[config.mk]
export PLATFORM = sky130hd
export DESIGN_NAME = ghn_arith
export DESIGN_NICKNAME = d
export VERILOG_FILES = /design/src/design/ghn_pkg.sv /design/src/design/ghn_arith.sv
export SDC_FILE = /design/constraint.sdc
export NUM_CORES = 1
export LEC_CHECK = 0
export BUFFER_PORTS_ARGS = -buffer_cell sky130_fd_sc_hd__buf_2
export CORE_UTILIZATION = 50
export DETAILED_ROUTE_END_ITERATION = 8
export PLACE_DENSITY = 0.75
export REMOVE_ABC_BUFFERS = 1
export SLEW_MARGIN = 30
export SYNTH_ARGS = -nofsm -noshare
export SYNTH_HDL_FRONTEND = slang
export SYNTH_SLANG_ARGS = --single-unit
[constraint.sdc]
create_clock -name clk -period 6.75 [get_ports clk]
set_clock_uncertainty 0.2 [all_clocks]
set_input_delay 1.0125 -clock clk [delete_from_list [all_inputs] [get_ports clk]]
set_output_delay 1.0125 -clock clk [all_outputs]
set_load 0.01 [all_outputs]
[src/design/ghn_pkg.sv]
`timescale 1ns / 1ps
package ghn_pkg;

  localparam int NORM_W   = 16;
  localparam int ROWS_W   = 9;
  localparam int Q_W      = 24;
  localparam int SCALE_W  = 16;
  localparam int DEN_W    = Q_W + 1;
  localparam int T_W      = Q_W + 1 + SCALE_W;
  localparam int MAG_W    = NORM_W;
  localparam int ACC_W    = T_W + MAG_W;
  localparam int FRAC_W   = 30;
  localparam int F_W      = ACC_W - FRAC_W + 1;
  localparam int STEP_W   = $clog2(T_W);
  localparam int BIN_W    = 16;
  localparam int COUNT_W  = 24;
  localparam int CELLS_W  = 2 * ROWS_W;
  localparam int PADDR_W  = 4;
  localparam int PDATA_W  = 32;

  localparam logic [1:0] ACT_CLEAR = 2'd0;
  localparam logic [1:0] ACT_ACCUM = 2'd1;
  localparam logic [1:0] ACT_READ  = 2'd2;

  localparam logic [1:0] REG_ROWS   = 2'd0;
  localparam logic [1:0] REG_CENTER = 2'd1;
  localparam logic [1:0] REG_OFFSET = 2'd2;

  localparam logic [ROWS_W-1:0] ROWS_RESET   = ROWS_W'(64);
  localparam logic [Q_W-1:0]    CENTER_RESET = Q_W'(65536);
  localparam logic [Q_W-1:0]    OFFSET_RESET = Q_W'(65536);

  typedef struct packed {
    logic [1:0]               action;
    logic signed [NORM_W-1:0] norm_x;
    logic signed [NORM_W-1:0] norm_y;
    logic signed [NORM_W-1:0] norm_z;
    logic                     read_south;
    logic [BIN_W-1:0]         read_bin;
  } ghn_in_t;

  typedef struct packed {
    logic [BIN_W-1:0]   bin_index;
    logic               in_south;
    logic               out_of_range;
    logic [COUNT_W-1:0] bin_count;
  } ghn_out_t;

  typedef struct packed {
    logic [ROWS_W-1:0] grid_rows;
    logic [Q_W-1:0]    proj_center;
    logic [Q_W-1:0]    plane_offset;
  } ghn_cfg_t;

  typedef struct packed {
    logic                     go;
    logic [Q_W-1:0]           alpha;
    logic [Q_W-1:0]           beta;
    logic signed [NORM_W-1:0] norm_x;
    logic signed [NORM_W-1:0] norm_y;
    logic signed [NORM_W-1:0] norm_z;
  } ghn_arith_req_t;

  typedef struct packed {
    logic                done;
    logic                den_zero;
    logic signed [F_W-1:0] fx;
    logic signed [F_W-1:0] fy;
  } ghn_arith_rsp_t;

endpackage

[src/design/ghn_arith.sv]
`timescale 1ns / 1ps
module ghn_arith import ghn_pkg::*; (
  input  logic           clk,
  input  logic           rst,
  input  ghn_arith_req_t req,
  output ghn_arith_rsp_t rsp
);

  typedef enum logic [5:0] {
    A_IDLE = 6'b000001,
    A_DIV  = 6'b000010,
    A_MULX = 6'b000100,
    A_FINX = 6'b001000,
    A_MULY = 6'b010000,
    A_FINY = 6'b100000
  } arith_state_t;

  arith_state_t          state;
  logic [STEP_W-1:0]     step;
  logic [DEN_W-1:0]      rem;
  logic [DEN_W-1:0]      den;
  logic [T_W-1:0]        qn;
  logic [ACC_W-1:0]      acc;
  logic [MAG_W-1:0]      mop;
  logic [MAG_W-1:0]      mx;
  logic [MAG_W-1:0]      my;
  logic                  sx;
  logic                  sy;
  logic                  finished;
  logic                  den_zero;
  logic signed [F_W-1:0] fx;
  logic signed [F_W-1:0] fy;

  logic [DEN_W:0]        rem_sh;
  logic [ACC_W-1:0]      add_a;
  logic [ACC_W-1:0]      add_b;
  logic                  add_cin;
  logic [ACC_W-1:0]      add_sum;
  logic                  q_bit;
  logic [MAG_W-1:0]      abs_x;
  logic [MAG_W-1:0]      abs_y;
  logic [MAG_W-1:0]      abs_z;
  logic [DEN_W-1:0]      den_in;
  logic [T_W-1:0]        num_in;
  logic                  div_last;
  logic                  mul_last;

  function automatic logic signed [F_W-1:0] to_floor(input logic [ACC_W-1:0] mag,
                                                     input logic neg);
    logic [F_W-1:0] hi;
    hi = F_W'(mag[ACC_W-1:FRAC_W]) + F_W'(neg && (|mag[FRAC_W-1:0]));
    return neg ? $signed(~hi + 1'b1) : $signed(hi);
  endfunction

  assign abs_x  = req.norm_x[NORM_W-1] ? MAG_W'(~req.norm_x + 1'b1) : MAG_W'(req.norm_x);
  assign abs_y  = req.norm_y[NORM_W-1] ? MAG_W'(~req.norm_y + 1'b1) : MAG_W'(req.norm_y);
  assign abs_z  = req.norm_z[NORM_W-1] ? MAG_W'(~req.norm_z + 1'b1) : MAG_W'(req.norm_z);
  assign den_in = DEN_W'(req.alpha) + DEN_W'({abs_z, 2'b00});
  assign num_in = {DEN_W'(req.alpha) + DEN_W'(req.beta), SCALE_W'(0)};

  assign rem_sh   = {rem, qn[T_W-1]};
  assign div_last = (step == STEP_W'(T_W - 1));
  assign mul_last = (step == STEP_W'(MAG_W - 1));

  assign rsp = '{done: finished, den_zero: den_zero, fx: fx, fy: fy};

  // The one adder serves as the trial subtractor of the division and as the
  // accumulator of the shift-and-add multiplications.
  always_comb begin
    if (state == A_DIV) begin
      add_a   = ACC_W'(rem_sh);
      add_b   = ~ACC_W'(den);
      add_cin = 1'b1;
    end else begin
      add_a   = {acc[ACC_W-2:0], 1'b0};
      add_b   = mop[MAG_W-1] ? ACC_W'(qn) : '0;
      add_cin = 1'b0;
    end
    add_sum = add_a + add_b + ACC_W'(add_cin);
    q_bit   = ~add_sum[ACC_W-1];
  end

  always_ff @(posedge clk) begin
    if (rst) begin
      state    <= A_IDLE;
      step     <= '0;
      finished <= 1'b0;
    end else begin
      finished <= (state == A_FINY);
      unique case (state)
        A_IDLE: begin
          step <= '0;
          if (req.go) begin
            state <= A_DIV;
          end
        end
        A_DIV: begin
          if (div_last) begin
            state <= A_MULX;
            step  <= '0;
          end else begin
            step <= step + 1'b1;
          end
        end
        A_MULX: begin
          if (mul_last) begin
            state <= A_FINX;
            step  <= '0;
          end else begin
            step <= step + 1'b1;
          end
        end
        A_FINX: state <= A_MULY;
        A_MULY: begin
          if (mul_last) begin
            state <= A_FINY;
            step  <= '0;
          end else begin
            step <= step + 1'b1;
          end
        end
        A_FINY: state <= A_IDLE;
        default: state <= A_IDLE;
      endcase
    end
  end

  always_ff @(posedge clk) begin
    unique case (state)
      A_IDLE: begin
        if (req.go) begin
          rem      <= '0;
          qn       <= num_in;
          den      <= den_in;
          den_zero <= (den_in == '0);
          mx       <= abs_x;
          my       <= abs_y;
          sx       <= req.norm_x[NORM_W-1];
          sy       <= req.norm_y[NORM_W-1];
        end
      end
      A_DIV: begin
        rem <= q_bit ? add_sum[DEN_W-1:0] : rem_sh[DEN_W-1:0];
        qn  <= {qn[T_W-2:0], q_bit};
        acc <= '0;
        mop <= mx;
      end
      A_MULX, A_MULY: begin
        acc <= add_sum;
        mop <= {mop[MAG_W-2:0], 1'b0};
      end
      A_FINX: begin
        fx  <= to_floor(acc, sx);
        acc <= '0;
        mop <= my;
      end
      A_FINY: fy <= to_floor(acc, sy);
      default: ;
    endcase
  end

endmodule

Yosys cells after proc, flatten, opt, wreduce, memory -nomap -nowiden

Cells that the tools add are included.

$add $sub $neg: 12
Equal/unequal tests: 12
Mux-type cells: 24
Bitwise logic cells: 7
Reductions and logical operators: 13

Operators with widths:

| operator                                                        | number |
|---|---|
| 57-bit two-way mux                                              | 2 |
| 57-bit case mux with 2 select lines                             | 1 |
| 41-bit two-way mux                                              | 2 |
| 41-bit case mux with 2 select lines                             | 1 |
| 57-bit by 1-bit adder with 57-bit output                        | 1 |
| 57-bit adder                                                    | 1 |
| 25-bit inverter with 57-bit output                              | 1 |
| 27-bit by 1-bit adder with 28-bit output                        | 2 |
| 28-bit by 1-bit adder with 28-bit output, second input constant | 2 |
| 28-bit two-way mux                                              | 2 |
| 28-bit inverter                                                 | 2 |
| 25-bit two-way mux                                              | 2 |
| 25-bit case mux with 2 select lines                             | 1 |
| 16-bit by 1-bit adder with 16-bit output, second input constant | 3 |
| 16-bit inverter                                                 | 3 |
| 16-bit case mux with 3 select lines                             | 1 |
| 6-bit two-way mux                                               | 6 |
| 15-bit two-way mux                                              | 2 |
| 6-bit case mux with 5 select lines                              | 1 |
| 30-bit OR reduction                                             | 1 |
| 24-bit by 18-bit adder with 25-bit output                       | 1 |
| 24-bit by 24-bit adder with 25-bit output                       | 1 |
| 25-bit logical NOT                                              | 1 |
| 6-bit case mux with 3 select lines                              | 1 |
| 17 further kinds                                                | 27 |

Register bits after elaboration: 268
Output and inout port bits: 58
Word-level logic and storage cells: 85

Depth between registers and ports, before layout

Word-level depth: 6
Depth in mapped cells: 22
Gate-level depth less buffers: 17

Worst setup path before layout

No wires, ideal clock.

Path kind: register -> register
Start: register state[5]
End: register rem[18] (data pin)
Library setup time: 0.261 ns
Arrival: 4.440 ns
Setup slack: 1.849 ns
Stages on the path, launching flop included: 22
Period minus slack after synthesis: 4.901 ns
Cells stage by stage: dfxtp_1 nor4_1 nand3b_1 clkbuf_1 clkbuf_1 clkbuf_1 nand3_1 o21ai_0 fa_1 fa_1 a21oi_1 nor2_1 nor4_1 nor4_1 o21ai_0 a21oi_2 a21oi_1 o211a_2 clkbuf_1 buf_2 nor4_1 o21bai_1

Word-level cells in the longest chain between the ends: 6
Elaborated cells on any way between the ends: 9

Ends and longest elaborated chain:

| element                                  | RTL line                          | RTL |
|---|---|---|
| from (decl)                              | ghn_arith.sv:18                   | `arith_state_t state;` |
| from (signal assigned)                   | ghn_arith.sv:85                   | `state <= A_IDLE;` |
| from (signal assigned)                   | ghn_arith.sv:94                   | `state <= A_DIV;` |
| from (signal assigned)                   | ghn_arith.sv:99                   | `state <= A_MULX;` |
| 6-bit by 2-bit == test with 1-bit output | ghn_arith.sv:70, ghn_arith.sv:129 |  |
| 57-bit two-way mux                       | ghn_arith.sv:70                   | `if (state == A_DIV) begin` |
| 57-bit adder                             | ghn_arith.sv:79                   | `add_sum = add_a + add_b + ACC_W'(add_cin);` |
| 57-bit by 1-bit adder with 57-bit output | ghn_arith.sv:79                   |  |
| 25-bit two-way mux                       | ghn_arith.sv:143                  | `rem <= q_bit ? add_sum[DEN_W-1:0] : rem_sh[DEN_W-1:0];` |
| 25-bit case mux with 2 select lines *    | ghn_arith.sv:129                  | `unique case (state)` |
| to (signal assigned)                     | ghn_arith.sv:143                  |  |
| to (decl)                                | ghn_arith.sv:20                   | `logic [DEN_W-1:0] rem;` |

Mark *: on every way between the ends. The rest lies on a longest branch, timed or not.
A chain may end at the register's enable or synchronous reset.

Worst setup path after layout

Start: register state[5]
End: register rem[21] (data pin)

Same word-level chain as after synthesis.

==> impl_metrics.tcl <==
set metrics [dict create \
    drive_above_1_share_pct 13.4 \
    drcViolationCount 9 \
    r2r-start "state[5]" \
    rows 69 \
    period_share_pct 86.1 \
    multi_input_comb_area_sq_um 9860 \
    hold_depth 1 \
    post-route-min-period_ps 5810 \
    violations "design-rule violations" \
    path_max_fanout 118 \
    fillCellCount 3102 \
    clock-sinks 268 \
    drt-wirelength-per-cell_um 17.4 \
    layout_commonest_cell "nand2_1" \
    crit_slowest_cell "o211a_2" \
    avgSynthCellArea_sq_um 9.43 \
    p_leak_nw 7.98 \
    crit_path_end_kind "flip-flop" \
    dieArea_sq_um 37400 \
    finalSetupViolCount 0 \
    drtPass1Iterations 8 \
    grt_pass1_vias 14000 \
    place_ws_ps 993 \
    seq_area_frac_synth_pct 43.2 \
    core_sq_um 35800 \
    drt_wl_total_mm 44.0 \
    pin_count 157 \
    reg2reg_slack_ps 940 \
    yosys_warnings 0 \
    routabilityCongestion 0.913 \
    clockBufferDepth 3 \
    async_flop_share_pct 0 \
    status "finished, violations left" \
    groute.layer.met3.usage_pct 2.37 \
    avgViaCountPerCell 5.87 \
    p_total_mw 5.09 \
    vias 14900 \
    synth_xor_xnor_area_share_pct 10.2 \
    worstSetupPathType "flip-flop to flip-flop" \
    syn_to_final_growth_pct 11.3 \
    synth.distinct_cells 83 \
    grt-ovfl-total 0 \
    cts_resized 0 \
    cp.required_ps 6840 \
    synth-compound-area-share_pct 14.5 \
    clkTransAtPathRegs_ps 70 \
    antenna_found_initial 0 \
    synth_edf_count 255 \
    die_w_um 193 \
    start_kind "flip-flop" \
    rsz0062_at_grt "false" \
    worst-r2r-cell-count 19 \
    grt_max_degree 119 \
    diodes 0 \
    cts_tree "done" \
    postCtsSetupRepairBufs 0 \
    root_buffer "clkbuf_16" \
    hold_path_end "state[3]" \
    powerDensity_nw_per_um2 250 \
    synth_area_leaders "edfxtp_1 (42%), ha_1 (6.6%), xnor2_1 (6.6%)" \
    hold_path.class "flip-flop to flip-flop" \
    cts_max_level 1 \
    worstPathCellList "nor4_1 > nand3b_1 > buf_12 > inv_2 > buf_4 > nand2_1 > nand2_1 > ha_1 > a21o_1 > a211o_1 > nor4_1 > nor4_1 > o21ai_0 > a21oi_2 > a21oi_1 > o211a_2 > nor2_2 > buf_4 > mux2i_1" \
    chipHeight_um 193 \
    yosysTopAreaCellShare_pct 41.8 \
    seqCellArea_sq_um 7920 \
    met1_usage_pct 31.7 \
    crit_top_cell "nor4_1" \
    synth-seq-cells 268 \
    drtAntennaViolNets 0 \
    vdd_drop_max_uv 178 \
    synth_simple_gate_area_share_pct 21.1 \
    grt_util_met2_pct 37.2 \
    muxShareOfSynthArea_pct 0.902 \
    busiest_layer "met2" \
    max_freq_mhz 172 \
    layout_common_cells "nand2_1 (290), edfxtp_1 (255), buf_2 (156), nor2_1 (139), xnor2_1 (137)" \
    tns_ps 0 \
    hold_buffers 0 \
    cts_inserted_buffers 29 \
    synthFlopType "edfxtp_1" \
    nets 2249 \
    cp.arrival_ps 5900 \
    syn_area_sq_um 18300 \
    netlist_instances 1941 \
    synthAdderAreaFrac_pct 7.00 \
    slowest_delay_ps 600 \
    initial_utilization_pct 51.1 \
    yosys.area.top_type "edfxtp_1" \
    relSlewSlack_pct 37.1 \
    synth_top_family_by_area "simple AND/OR/NAND/NOR gates" \
    tightest_slew_ps 935 \
    drt-initial-drc-count 1351 \
    hp-start "state[3]" \
    hpwl_mm 32.3 \
    reg2reg_to "rem[21]" \
    track_usage_pct 22.7 \
    final_max_slew_viol_count 0 \
    drv_cap 0 \
    grt_first_pass_wirelength_mm 70.4 \
    post-route-worst-setup-slack_ps 940 \
    hold_viol_final 0 \
    port_buffers 156 \
    insertion_delay_ps 560 \
]
cells in the mapped netlist, types with 24 or more instances:
master    number
xnor2_1      137
o21ai_0      134
xor2_1        76
ha_1          96
or2_2         24
nand2_1      290
edfxtp_1     255
a21oi_1      108
nand4_1       25
nor3_1        26
nand3_1       63
and2_1        42
inv_1         48
a21o_1        37
nor2_1       140
clkbuf_1      70
worst max-delay path: cells and delay by family (launching register included):
| kind | cells | cell delay (ps) |
|---|---|---|
| multiplexers | 1 | 160 |
| buffers and inverters | 4 | 1020 |
| adder cells (fa/ha/maj) | 1 | 300 |
| flip-flops | 1 | 350 |
| AO/OA/AOI/OAI | 6 | 1950 |
| AND/OR/NAND/NOR | 7 | 1540 |
cell families (layout without fill, tap and decap cells):
logic type      Yosys count  after routing
compound gates          424            424
mux                      16             16
xor+xnor                213            213
fa+ha+maj               100            100
simple gates            779            779
buf+inv                 141            272
flops                   268            268
where the power goes:
group	leakage [nW]	total [mW]	switching (mW)	internal [mW]
logic	5.03	1.34	0.838	0.506
clock network	0.457	1.57	0.676	0.898
registers	2.49	2.17	0.0876	2.08
worst max-delay path by stage:
stage	from	endpoint	slack (ps)	cells after the start
after global placement	state[5]	rem[3]	1240	18
after floorplan	state[1]	acc[44]	-2070	15
after global routing	state[4]	rem[2]	500	19
after detailed placement	state[5]	rem[10]	990	19
final	state[5]	rem[21]	940	19
after CTS	state[5]	rem[21]	940	19
state kept, by name, indices dropped and copies added (netlist names):
name and flops:
fx 28, mx 16, acc 57, rem 25, den_zero 1, mop 16
state 6, finished 1, my 16, fy 28, qn 41, sx 1
den 25, sy 1, step 6
cell type report:
type | instances | share of cell area, %
Tap cell | 461 | 2.83
Inverter | 48 | 0.884
Multi-Input combinational cell | 1532 | 48.4
Sequential cell | 268 | 38.9
Timing Repair Buffer | 171 | 4.45
Clock buffer | 36 | 3.84
Clock inverter | 17 | 0.743
routing by layer:
metal	share of wire (%)	up-vias
li1	-	7273
met1	46	6999
met2	46	515
met3	5.5	77
met4	2.5	0
met5	0	-
through the flow:
step | hold slack, ps | utilization (%) | area [sq um] | std cells
final | 300 | 56.9 | 20400 | 2533
after global routing | 337 | 56.9 | 20400 | 2533
after CTS | 301 | 56.9 | 20400 | 2533
after detailed placement | 291 | 54.3 | 19400 | 2480
after global placement | 269 | 54.2 | 19400 | 2480
after floorplan | 255 | - | 17900 | 1848
No activity file was read; power rests on OpenSTA's default activity.
