==> src/design/ghn_pkg.sv <==
`timescale 1ns / 1ps
package ghn_pkg;

  localparam int NORM_W   = 16;
  localparam int ROWS_W   = 9;
  localparam int Q_W      = 24;
  localparam int SCALE_W  = 16;
  localparam int DEN_W    = Q_W + 1;
  localparam int T_W      = Q_W + 1 + SCALE_W;
  localparam int MAG_W    = NORM_W;
  localparam int ACC_W    = T_W + MAG_W;
  localparam int FRAC_W   = 30;
  localparam int F_W      = ACC_W - FRAC_W + 1;
  localparam int STEP_W   = $clog2(T_W);
  localparam int BIN_W    = 16;
  localparam int COUNT_W  = 24;
  localparam int CELLS_W  = 2 * ROWS_W;
  localparam int PADDR_W  = 4;
  localparam int PDATA_W  = 32;

  localparam logic [1:0] ACT_CLEAR = 2'd0;
  localparam logic [1:0] ACT_ACCUM = 2'd1;
  localparam logic [1:0] ACT_READ  = 2'd2;

  localparam logic [1:0] REG_ROWS   = 2'd0;
  localparam logic [1:0] REG_CENTER = 2'd1;
  localparam logic [1:0] REG_OFFSET = 2'd2;

  localparam logic [ROWS_W-1:0] ROWS_RESET   = ROWS_W'(64);
  localparam logic [Q_W-1:0]    CENTER_RESET = Q_W'(65536);
  localparam logic [Q_W-1:0]    OFFSET_RESET = Q_W'(65536);

  typedef struct packed {
    logic [1:0]               action;
    logic signed [NORM_W-1:0] norm_x;
    logic signed [NORM_W-1:0] norm_y;
    logic signed [NORM_W-1:0] norm_z;
    logic                     read_south;
    logic [BIN_W-1:0]         read_bin;
  } ghn_in_t;

  typedef struct packed {
    logic [BIN_W-1:0]   bin_index;
    logic               in_south;
    logic               out_of_range;
    logic [COUNT_W-1:0] bin_count;
  } ghn_out_t;

  typedef struct packed {
    logic [ROWS_W-1:0] grid_rows;
    logic [Q_W-1:0]    proj_center;
    logic [Q_W-1:0]    plane_offset;
  } ghn_cfg_t;

  typedef struct packed {
    logic                     go;
    logic [Q_W-1:0]           alpha;
    logic [Q_W-1:0]           beta;
    logic signed [NORM_W-1:0] norm_x;
    logic signed [NORM_W-1:0] norm_y;
    logic signed [NORM_W-1:0] norm_z;
  } ghn_arith_req_t;

  typedef struct packed {
    logic                done;
    logic                den_zero;
    logic signed [F_W-1:0] fx;
    logic signed [F_W-1:0] fy;
  } ghn_arith_rsp_t;

endpackage

==> src/design/ghn_apb.sv <==
`timescale 1ns / 1ps
module ghn_apb import ghn_pkg::*; (
  input  logic               clk,
  input  logic               rst,
  input  logic               psel,
  input  logic               penable,
  input  logic               pwrite,
  input  logic [PADDR_W-1:0] paddr,
  input  logic [PDATA_W-1:0] pwdata,
  output logic [PDATA_W-1:0] prdata,
  output logic               pready,
  output ghn_cfg_t           cfg
);

  logic [1:0] reg_idx;

  assign reg_idx = paddr[PADDR_W-1:2];
  assign pready  = 1'b1;

  always_ff @(posedge clk) begin
    if (rst) begin
      cfg.grid_rows    <= ROWS_RESET;
      cfg.proj_center  <= CENTER_RESET;
      cfg.plane_offset <= OFFSET_RESET;
    end else if (psel && penable && pwrite) begin
      unique case (reg_idx)
        REG_ROWS:   cfg.grid_rows    <= pwdata[ROWS_W-1:0];
        REG_CENTER: cfg.proj_center  <= pwdata[Q_W-1:0];
        REG_OFFSET: cfg.plane_offset <= pwdata[Q_W-1:0];
        default: ;
      endcase
    end
  end

  always_comb begin
    unique case (reg_idx)
      REG_ROWS:   prdata = PDATA_W'(cfg.grid_rows);
      REG_CENTER: prdata = PDATA_W'(cfg.proj_center);
      REG_OFFSET: prdata = PDATA_W'(cfg.plane_offset);
      default:    prdata = '0;
    endcase
  end

endmodule

==> config.mk <==
export PLATFORM = sky130hd
export DESIGN_NAME = ghn_apb
export DESIGN_NICKNAME = d
export VERILOG_FILES = /design/src/design/ghn_pkg.sv /design/src/design/ghn_apb.sv
export SDC_FILE = /design/constraint.sdc
export NUM_CORES = 1
export LEC_CHECK = 0
export ABC_AREA = 1
export BUFFER_PORTS_ARGS = -buffer_cell sky130_fd_sc_hd__buf_2
export CORE_AREA = 4 4 111 71
export DETAILED_ROUTE_END_ITERATION = 12
export DIE_AREA = 0 0 115 75
export PLACE_DENSITY_LB_ADDON = 0.25
export RECOVER_POWER = 25
export SLEW_MARGIN = 25
export SYNTH_ARGS = -nofsm -noshare
export SYNTH_HDL_FRONTEND = slang
export SYNTH_SLANG_ARGS = --single-unit
==> constraint.sdc <==
create_clock -name clk -period 0.9 [get_ports clk]
set_input_delay 0 -clock clk [delete_from_list [all_inputs] [get_ports clk]]
set_output_delay 0 -clock clk [all_outputs]
set_load 0.01 [all_outputs]
# [After elaboration in Yosys (flattened, before gate mapping)]
# Cells that the tools add are included.
[word_totals] regBits=57 in_bits=41 out_inout_bits=90 elab_cells=12
[op_classes] eq_ne=2 mux=1 reduce_logical=6
[op_table] operator="case mux 24 bit (3 select lines)" n=1
[op_table] operator="AND reduction 2 bit" n=3
[op_table] operator="equality test 2 x 1 -> 1 bit (second input constant)" n=1
[op_table] operator="equality test 2 bit (second input constant)" n=1
[op_table] operator="logical AND 1 bit" n=2
[op_table] operator="zero test 2 bit" n=1

# [Logic depth before layout (Yosys ltp)]
# Gate-level depths: netlist of run 1.
[logic_depth] ltp_word=3 depth_mapped=7 depth_no_buf=5

# [Worst setup path before layout of run 1]
# OpenSTA, ideal clock, no wires.
[synth_timing] path_type="input -> register" from="in rst" to="reg cfg[10] (netlist name)" setup_time_ps=64 t_arrival_ps=646 t_required_ps=836 slack_ps=190 cell_stages=5 path_buffers=2 cell_sequence="inv_1 > buf_2 > buf_1 > nand2_1 > nor2_1"
[synth_rtl] element="start: declaration" line_no="ghn_apb.sv:4" rtl="input logic rst,"
[synth_rtl] element="end: declaration" line_no="ghn_apb.sv:12" rtl="output ghn_cfg_t cfg"

# [Final worst setup path of run 1]
[layout_timing] from="reg cfg[5] (netlist name)" to="out prdata[5]"
[layout_via] elab_chain_cells=1
[layout_lines] element="case mux 24 bit (3 select lines)" line_no="ghn_apb.sv:36" rtl="unique case (reg_idx)"
[layout_lines] element="end: declaration" line_no="ghn_apb.sv:10" rtl="output logic [PDATA_W-1:0] prdata,"
# Every way passes these cells.

==> results of run 1 <==
==> final timing paths <==
path	end	slack [ns]	depth (start not counted)
setup / recovery	prdata[5]	-0.04	3
hold / removal	cfg[42]$_SDFFE_PP0P_	0.008	5
setup reg to reg	cfg[54]$_SDFFE_PP1P_	0.18	3
hold reg to reg	cfg[11]$_SDFFE_PP0P_	0.48	2
==> layout by cell type (no fill, tap or decap), types with 2 or more instances in the layout <==
cell type	Yosys	layout
nor2_4	3	2
buf_6	6	7
dfxtp_1	57	2
buf_12	0	6
nand3_2	1	2
dlygate4sd3_1	0	4
o21ai_0	3	3
clkbuf_16	0	9
inv_1	25	24
nor2_2	4	3
conb_1	2	9
nand3_1	66	65
buf_2	10	105
clkinv_2	0	2
buf_4	15	14
bufinv_16	0	2
nand2_2	0	7
nor2_1	108	110
inv_2	2	2
nand2_1	133	126
clkbuf_8	0	2
dfxtp_2	0	55
==> cell type report <==
class | instances | area (µm²) | area share, %
Clock buffer | 11 | 253 | 6.29
Clock inverter | 5 | 77.6 | 1.93
Inverter | 27 | 101 | 2.52
Multi-Input combinational cell | 327 | 1370 | 34.0
Sequential cell | 57 | 1210 | 30.1
Tap cell | 91 | 114 | 2.83
Timing Repair Buffer | 139 | 900 | 22.4
==> routing by layer <==
layer | global-route usage [%] | up-vias | wire length [µm]
li1 | - | 1566 | -
met4 | 4.04 | 0 | 68
met3 | 6.59 | 8 | 688
met5 | 0 | - | 0
met1 | 25.5 | 1374 | 3770
met2 | 29.6 | 111 | 3620
==> metrics by stage <==
step	power (W)	utilization [%]	instance area, µm²
5_1_grt	0.00735	57.7	4020
2_1_floorplan	0.00312	-	2840
4_1_cts	0.00712	56.9	3960
3_5_place_dp	0.00337	50.2	3500
3_3_place_gp	0.00336	50.2	3500
6_report	0.00706	57.7	4020
==> cell families after synthesis <==
family	Yosys count
and+or+nand+nor	315
other	2
buffers and inverters	62
DFF	57
AOI/OAI and AO/OA	3
==> power by group through the flow <==
stage          clock network [W]  logic [W]  registers, W
5_1_grt                  0.00391   0.000798       0.00264
4_1_cts                  0.00377   0.000713       0.00264
6_report                 0.00371   0.000714       0.00264
3_3_place_gp                   0   0.000683       0.00268
2_1_floorplan                  0   0.000422       0.00270
3_5_place_dp                   0   0.000693       0.00268
==> what timing repair did <==
action,CTS,global route
setup buffers,2,7
resized for setup,58,16
pin swaps,10,15
endpoints found under the setup margin,24,26
endpoints found under the hold margin,5,0
hold buffers,4,0
cloned,0,0
==> tightest hold or removal path: stages <==
cell	delay (ns)
buf_2	0.07
inv_1	0.04
nand3_1	0.07
nand2_1	0.04
nor2_1	0.06
==> out/qor.yml, run 1 <==
finish:
  finalNonFillerCells: 657
  syn_to_final_growth_pct: 42.9
  regMostFlops: "cfg"
  drive_above_1_share_pct: 39.0
  top_regs: "cfg (57)"
  largest_reg_flops: 57
  final_nets: 602
  diodes: 0
  nFillCells: 700
global_route:
  grt_pass1_vias: 2673
  grt_pass1_wl_um: 12800
  overflow: 0
  grt_max_degree: 58
  grt_antenna_before_repair: 0
  grt_usage_pct: 18.9
synth:
  netlist_instances: 439
  yosysSeqAreaShare_pct: 40.6
  async_reset_ff_share_pct: 0
  synth-seq-cells: 57
  syn_avg_cell_area_um2: 6.41
  synth_top_family_by_area: "simple AND/OR/NAND/NOR gates"
  synth.area.top_cells: "dfxtp_1, nand2_1, nor2_1"
  synth.cell_area_um2: 2810
  synth-edff-count: 0
  synth_common_cells: "nand2_1, nor2_1, nand3_1"
  yosysTopAreaCellShare_pct: 40.6
  synth.largest_area_cell: "dfxtp_1"
  synthMuxAreaShare_pct: 0
  synthAdderAreaFrac_pct: 0
  synth_warnings: 0
  yosys.area_share.simple_pct: 46.3
  synth_flop_cell: "dfxtp_1"
  yosysMostFrequentCell: "nand2_1"
  post_synth_xor_area_fraction_pct: 0
  ys_types: 15
  synth_compound_area_share_pct: 0.534
pwr:
  ir_drop_v: 0.000793
  power_frac_comb_pct: 10.1
  p_int_w: 0.00544
  p_sw_share_pct: 23.0
  powerDensity_nw_per_um2: 1760
  seqPwrFrac_pct: 37.3
  power_frac_clock_pct: 52.6
  power.switching_w: 0.00162
  p_leak_nw: 2.14
timing:
  finClkSkew_ns: 0
  fin_ws_ns: -0.0378
  rsz0062_at_grt: "yes"
  min_period_ns: 0.938
  hold_viol: 0
  min_period_over_period_pct: 104
  finalSetupTns_ns: -0.214
  fmax_mhz: 1070
  setup_viol: 14
  final_max_slew_viol_count: 0
  hold_ws_ns: 0.00814
outcome:
  outcome: "finished, violations left"
  violations: "negative setup slack"
placed_design:
  dp_slack_ns: -0.0128
  port_buffers: 111
  dp_hpwl_um: 5570
  dpl.cell_count: 628
  routabilityCongestion: 0.759
route:
  wl_per_cell_um: 12.4
  avgViaCountPerCell: 4.66
  first_pass_iters: 4
  post-route-drc-count: 0
  drtAntennaViolNets: 0
  vias: 3059
  drt_wl_total_um: 8150
  drt-initial-drc-count: 149
die:
  ios: 131
  die_area_um2: 8630
  die_w_um: 115
  initial_utilization_pct: 40.4
  rows: 24
  core-area_um2: 6970
  die_h_um: 75
critical_path:
  critPathMaxStageDelay_ns: 0.35
  cp_cell_sequence: "nand2_1 > nand3_1 > buf_2"
  timing.rr.start: "cfg[54]$_SDFFE_PP1P_"
  end_kind: "output pin"
  path_buf_inv: 1
  cp_max_fo: 3
  cp-start-kind: "flip-flop"
  crit_family: "flip-flops"
  crit_required_ns: 0.90
  crit_path_start: "cfg[5]$_SDFFE_PP0P_"
  arrival_ns: 0.94
  worst_path_max_delay_cell: "dfxtp_2"
  worstSetupPathType: "reg -> out"
cts:
  clk_latency_ns: 0.32
  htree_levels: 3
  clock-sinks: 57
  root_buffer: "clkbuf_16"
  cts_buffers: 9
  cts.clk_slew.worst_paths_ns: 0.05
  cts_buffer_depth: 2
  tritoncts: "yes"
job:
  drv_cap: 0
min_path:
  hp-class: "in -> reg"
  min-delay-start: "pwdata[18]"
Note: power is estimated with default switching activity, not from simulation.
==> inputs of run 2 (changes only) <==
==> constraint.sdc (replaced) <==
create_clock -name clk -period 1.2 [get_ports clk]
set_input_delay 0 -clock clk [delete_from_list [all_inputs] [get_ports clk]]
set_output_delay 0 -clock clk [all_outputs]
set_load 0.01 [all_outputs]
==> run 2 against run 1 <==
Compared with the run above: the run now ends clean; die area did not move; sequential power fell by 25%; final cell count fell by 1.8%; critical path type unchanged; largest cell class unchanged.
==> out/qor.yml, run 2 (synthesis results as in run 1) <==
critical_path:
  critPathCapture: "prdata[8]"
  cp-start-kind: "flip-flop"
  crit_path_start: "cfg[32]$_SDFFE_PP0P_"
  r2r_slack_ns: 0.57  # +0.39 ns
  critPathMaxStageDelay_ns: 0.39  # +0.04 ns
  worst_path_max_delay_cell: "dfxtp_1"
  end_kind: "output pin"
  worstSetupPathType: "reg -> out"
  cp_max_fo: 3  # unchanged
  r2r_cells: 2  # -1
  arrival_ns: 0.99  # +0.05 ns
  reg2reg_to: "cfg[40]$_SDFFE_PP1P_"
  crit_required_ns: 1.20  # +0.30 ns
  timing.rr.start: "cfg[40]$_SDFFE_PP1P_"
  cp_cell_sequence: "nand2_1 > nand3_1 > buf_2"
cts:
  htree_levels: 3  # unchanged
  tritoncts: "yes"
  cts.clk_slew.worst_paths_ns: 0.05  # about the same
  post_cts_buffers: 0  # -2
  root_buffer: "clkbuf_16"
  cts_buffer_depth: 2  # unchanged
  cts_buffers: 9  # unchanged
  clock-sinks: 57  # unchanged
  clk_latency_ns: 0.32  # about the same
finish:
  drive_above_1_share_pct: 26.2  # -13 points
  final_nets: 591  # -1.8%
  largest_reg_flops: 57  # unchanged
  syn_to_final_growth_pct: 32.7
  utilization_pct: 53.6  # -4.1 points
  layout_commonest_cell: "nand2_1"
  top_regs: "cfg (57)"
  regMostFlops: "cfg"
  nFillCells: 702  # +0.29%
  diodes: 0  # unchanged
  layout_common_cells: "nand2_1, buf_2, nor2_1, nand3_1, dfxtp_1"
  final_cell_area_um2: 3730  # -7.1%
die:
  die_area_um2: 8630  # unchanged
  initial_utilization_pct: 40.4  # unchanged
  die_h_um: 75  # unchanged
  rows: 24  # unchanged
  die_w_um: 115  # unchanged
  core-area_um2: 6970  # unchanged
  ios: 131  # unchanged
route:
  post-route-drc-count: 0  # unchanged
  vias: 2982  # -2.5%
  wl_per_cell_um: 12.4  # -0.14%
  avgViaCountPerCell: 4.62  # -0.70%
  drt_wl_total_um: 7990  # -2.0%
  drtAntennaViolNets: 0  # unchanged
  first_pass_iters: 5  # +1
  drt-initial-drc-count: 118  # -21%
placed_design:
  dp_hpwl_um: 5480  # -1.6%
  port_buffers: 111  # unchanged
  routabilityCongestion: 0.803  # +5.8%
  dp_slack_ns: 0.216  # +0.229 ns
  dpl_cell_area_um2: 3420  # -2.4%
global_route:
  grt_max_degree: 58  # unchanged
  grt_pass1_wl_um: 12600  # -1.6%
  overflow: 0  # unchanged
  grt_pass1_vias: 2551  # -4.6%
  grt_usage_pct: 18.6  # -0.23 points
  grt_antenna_before_repair: 0  # unchanged
timing:
  fmax_mhz: 1010
  tightest_slew_ns: 0.506
  finalSetupTns_ns: 0  # +0.214 ns
  finClkSkew_ns: 0  # unchanged
  setup_viol: 0  # -14
  min_period_over_period_pct: 82.3
  min_period_ns: 0.988
  slew_headroom_pct: 66.3
  final_max_slew_viol_count: 0  # unchanged
  fin_ws_ns: 0.212  # +0.250 ns
  hold_viol: 0  # unchanged
  rsz0062_at_grt: "no"
pwr:
  powerDensity_nw_per_um2: 1340  # -24%
  p_leak_nw: 1.99  # -6.6%
  ir_drop_v: 0.000713  # -10%
outcome:
  outcome: "complete, no violations"
min_path:
  hp-class: "in -> reg"
job:
  drv_cap: 0  # unchanged
-- run 2: cell count changes in the layout (fill, tap and decap cells not counted), sizes merged --
| cell | delta |
|---|---|
| buf | -10 |
| bufbuf | -1 |
| bufinv | -1 |
| clkbuf | +2 |
| clkinvlp | -1 |
| dlygate4sd3 | -1 |
-- run 2: layout make-up --
type                    instances  area (µm²)  share of cell area, %
clock buffers                  12         256                   6.87
clock inverters                 3        40.0                   1.07
inverters                      27         101                   2.71
multi-input cells             327        1360                   36.4
flip-flops and latches         57        1140                   30.6
repair buffers                128         721                   19.3
well taps                      91         114                   3.05
-- run 2: how the worst min path moves through the flow --
stage                                      end  slack, ns        from  cells after the start
after CTS                 cfg[38]$_SDFFE_PP0P_     0.0005  pwdata[14]                      5
after global routing      cfg[46]$_SDFFE_PP0P_       0.03  pwdata[22]                      5
after floorplan           cfg[16]$_SDFFE_PP1P_       0.13  pwdata[16]                      2
after global placement    cfg[16]$_SDFFE_PP1P_       0.23  pwdata[16]                      3
after detailed placement  cfg[16]$_SDFFE_PP1P_       0.24  pwdata[16]                      3
final                     cfg[36]$_SDFFE_PP0P_      0.006  pwdata[12]                      5
-- run 2: what timing repair did --
action | in CTS | in global routing
resized for setup | 0 | 0
setup endpoints to repair | 0 | 0
hold buffers | 3 | 0
endpoints found under the hold margin | 5 | 0
-- run 2: power breakdown --
group	internal, W	total [W]	switching, W
sequential	0.00194	0.00197	0.0000327
combinational	0.000189	0.000503	0.000314
clock	0.00170	0.00253	0.000831
-- run 2: critical path: cells and delay by family (launching register included) --
kind | cells | cell delay [ns]
flip-flops | 1 | 0.39
AND/OR/NAND/NOR | 2 | 0.15
buffers and inverters | 1 | 0.13
-- run 2: per-stage QoR --
stage	hold slack [ns]	power (W)	std cells
after detailed placement	0.238	0.00251	627
after global placement	0.231	0.00250	627
after global routing	0.0307	0.00521	645
after CTS	0.000479	0.00506	645
final	0.00617	0.00500	645
after floorplan	0.126	0.00234	446
-- run 2: routing by layer --
metal / global-route usage, % / share of wire (%) / routed length, µm
met5: 0 / 0 / 0
met4: 5.08 / 0.85 / 68
met3: 5.78 / 8.6 / 684
met2: 28.1 / 42 / 3380
met1: 26.0 / 48 / 3850
==> inputs of run 3 (changes only) <==
==> constraint.sdc (replaced) <==
create_clock -name clk -period 1 [get_ports clk]
set_input_delay 0 -clock clk [delete_from_list [all_inputs] [get_ports clk]]
set_output_delay 0 -clock clk [all_outputs]
set_load 0.01 [all_outputs]
==> run 3 against run 2 <==
Compared with the run above: final cell count grew 0.47%; routed wire length shrank 2.6%; global-route usage shrank 0.084 points; clock power grew 31%; flip-flop and latch count is the same; via count grew 0.60%; sequential share of layout area shrank 0.37 points; clock-buffer cell count shrank 1; register-to-register slack lost 0.17 ns; largest power group unchanged.
==> out/qor.yml, run 3 (synthesis results as in run 1) <==
cts:
  cts_buffers: 9  # unchanged
  tritoncts: "yes"
  clock-sinks: 57  # unchanged
  clk_latency_ns: 0.32  # about the same
  post_cts_buffers: 0  # unchanged
  cts.clk_slew.worst_paths_ns: 0.05  # about the same
  htree_levels: 3  # unchanged
  cts_buffer_depth: 2  # unchanged
  root_buffer: "clkbuf_16"
timing:
  finalSetupTns_ns: 0  # unchanged
  final_max_slew_viol_count: 0  # unchanged
  finClkSkew_ns: 0  # unchanged
  hold_viol: 0  # unchanged
  rsz0062_at_grt: "no"
  min_period_ns: 0.946
  min_period_over_period_pct: 94.6
  fin_ws_ns: 0.0544  # -0.158 ns
  fmax_mhz: 1060
  setup_viol: 0  # unchanged
finish:
  finalNonFillerCells: 648  # +0.47%
  syn_to_final_growth_pct: 35.9
  final_nets: 593  # +0.34%
  layout_common_cells: "nand2_1, buf_2, nor2_1, nand3_1, dfxtp_1"
  top_regs: "cfg (57)"
  final_cell_area_um2: 3820  # +2.4%
  largest_reg_flops: 57  # unchanged
  diodes: 0  # unchanged
  regMostFlops: "cfg"
  drive_above_1_share_pct: 28.7  # +2.6 points
  layout_commonest_cell: "nand2_1"
  nFillCells: 717  # +2.1%
placed_design:
  dpl.cell_count: 629  # +0.32%
  dp_slack_ns: 0.0794  # -0.137 ns
  routabilityCongestion: 0.771  # -4.0%
  port_buffers: 111  # unchanged
  dpl_cell_area_um2: 3490  # +2.3%
  dp_hpwl_um: 5510  # +0.55%
die:
  die_w_um: 115  # unchanged
  ios: 131  # unchanged
  die_area_um2: 8630  # unchanged
  die_h_um: 75  # unchanged
  core-area_um2: 6970  # unchanged
  initial_utilization_pct: 40.4  # unchanged
  rows: 24  # unchanged
min_path:
  min-delay-start: "pwdata[9]"
  min_to: "cfg[9]$_SDFFE_PP0P_"
  hp-class: "in -> reg"
  holdPathStages: 5  # unchanged
critical_path:
  r2r_slack_ns: 0.40  # -0.17 ns
  crit_required_ns: 1.00  # -0.20 ns
  worstSetupPathType: "reg -> out"
  reg2reg_to: "cfg[16]$_SDFFE_PP1P_"
  end_kind: "output pin"
  arrival_ns: 0.95  # -0.04 ns
  r2r_cells: 2  # unchanged
  cp-start-kind: "flip-flop"
  cp_max_fo: 3  # unchanged
  timing.rr.start: "cfg[16]$_SDFFE_PP1P_"
global_route:
  grt_max_degree: 58  # unchanged
  use_met3_pct: 5.86  # +0.080 points
  grt_pass1_vias: 2677  # +4.9%
  grt_usage_pct: 18.6  # -0.084 points
  grt_antenna_before_repair: 0  # unchanged
  gr-usage-met1_pct: 24.2  # -1.7 points
  top_usage_layer: "met2"
  grt_pass1_wl_um: 12600  # +0.17%
  met2_usage_pct: 29.9  # +1.7 points
  overflow: 0  # unchanged
route:
  drt-initial-drc-count: 151  # +28%
  first_pass_iters: 4  # -1
  post-route-drc-count: 0  # unchanged
  drt_wl_total_um: 7780  # -2.6%
  drtAntennaViolNets: 0  # unchanged
  avgViaCountPerCell: 4.63  # +0.14%
  vias: 3000  # +0.60%
  wl_per_cell_um: 12.0  # -3.0%
pwr:
  p_leak_nw: 2.03  # +1.6%
  ir_drop_v: 0.000686  # -3.8%
  power_w: 0.00630  # +26%
  powerDensity_nw_per_um2: 1650  # +23%
job:
  drv_cap: 0  # unchanged
outcome:
  outcome: "complete, no violations"
==> run 3: changes by cell type in the layout (fill, tap and decap cells not counted) <==
cell	previous run	this run
dfxtp_1	57	46
dfxtp_2	0	11
buf_12	3	6
buf_4	9	6
bufinv_16	1	2
clkbuf_4	0	1
clkinvlp_4	0	1
inv_1	25	24
inv_2	1	2
nor2_2	1	2
nor2_4	5	4
==> run 3: metal layers <==
layer	routed length (µm)	vias up
met5	0	-
met4	10	0
met3	684	2
met2	3390	103
met1	3700	1336
li1	-	1559
==> run 3: what timing repair did <==
| item | CTS | global route |
|---|---|---|
| endpoints found under the hold margin | 4 | 0 |
| setup endpoints to repair | 0 | 6 |
| gates resized for setup | 0 | 11 |
| hold buffers | 3 | 0 |
==> run 3: how the worst max path moves through the flow <==
stage                         startpoint                    to  slack, ns
floorplan                            rst  cfg[10]$_SDFFE_PP0P_       0.29
global placement                paddr[2]  cfg[10]$_SDFFE_PP0P_       0.12
detailed placement              paddr[2]   cfg[6]$_SDFFE_PP0P_       0.08
CTS                 cfg[32]$_SDFFE_PP0P_             prdata[8]      0.008
global route        cfg[51]$_SDFFE_PP0P_             prdata[3]     0.0009
finish              cfg[54]$_SDFFE_PP1P_             prdata[6]       0.05
==> run 3: power breakdown <==
| group | total, W | internal (W) | switching [W] | leakage [nW] |
|---|---|---|---|---|
| sequential | 0.00237 | 0.00233 | 0.0000384 | 0.465 |
| combinational | 0.000622 | 0.000244 | 0.000378 | 1.40 |
| clock | 0.00331 | 0.00230 | 0.00101 | 0.162 |
==> run 3: cell type report <==
type	instances	area, µm²	share of cell area, %
inverter	27	101	2.65
clock buffer	11	253	6.61
tap	91	114	2.98
multi-input combinational	327	1360	35.4
sequential	57	1150	30.2
timing repair buffer	130	769	20.1
clock inverter	5	77.6	2.03
==> run 3: through the flow <==
stage / util [%] / hold slack, ns
2_1_floorplan: - / 0.126
6_report: 54.9 / 0.00925
3_3_place_gp: 50.2 / 0.228
5_1_grt: 54.9 / 0.00933
4_1_cts: 55.3 / 0.00430
3_5_place_dp: 50.2 / 0.232
==> run 3: critical path, stage by stage, from the launching register on <==
cell and delay (ns):
dfxtp_1 0.35, nand2_1 0.07, nand3_1 0.07, buf_2 0.13
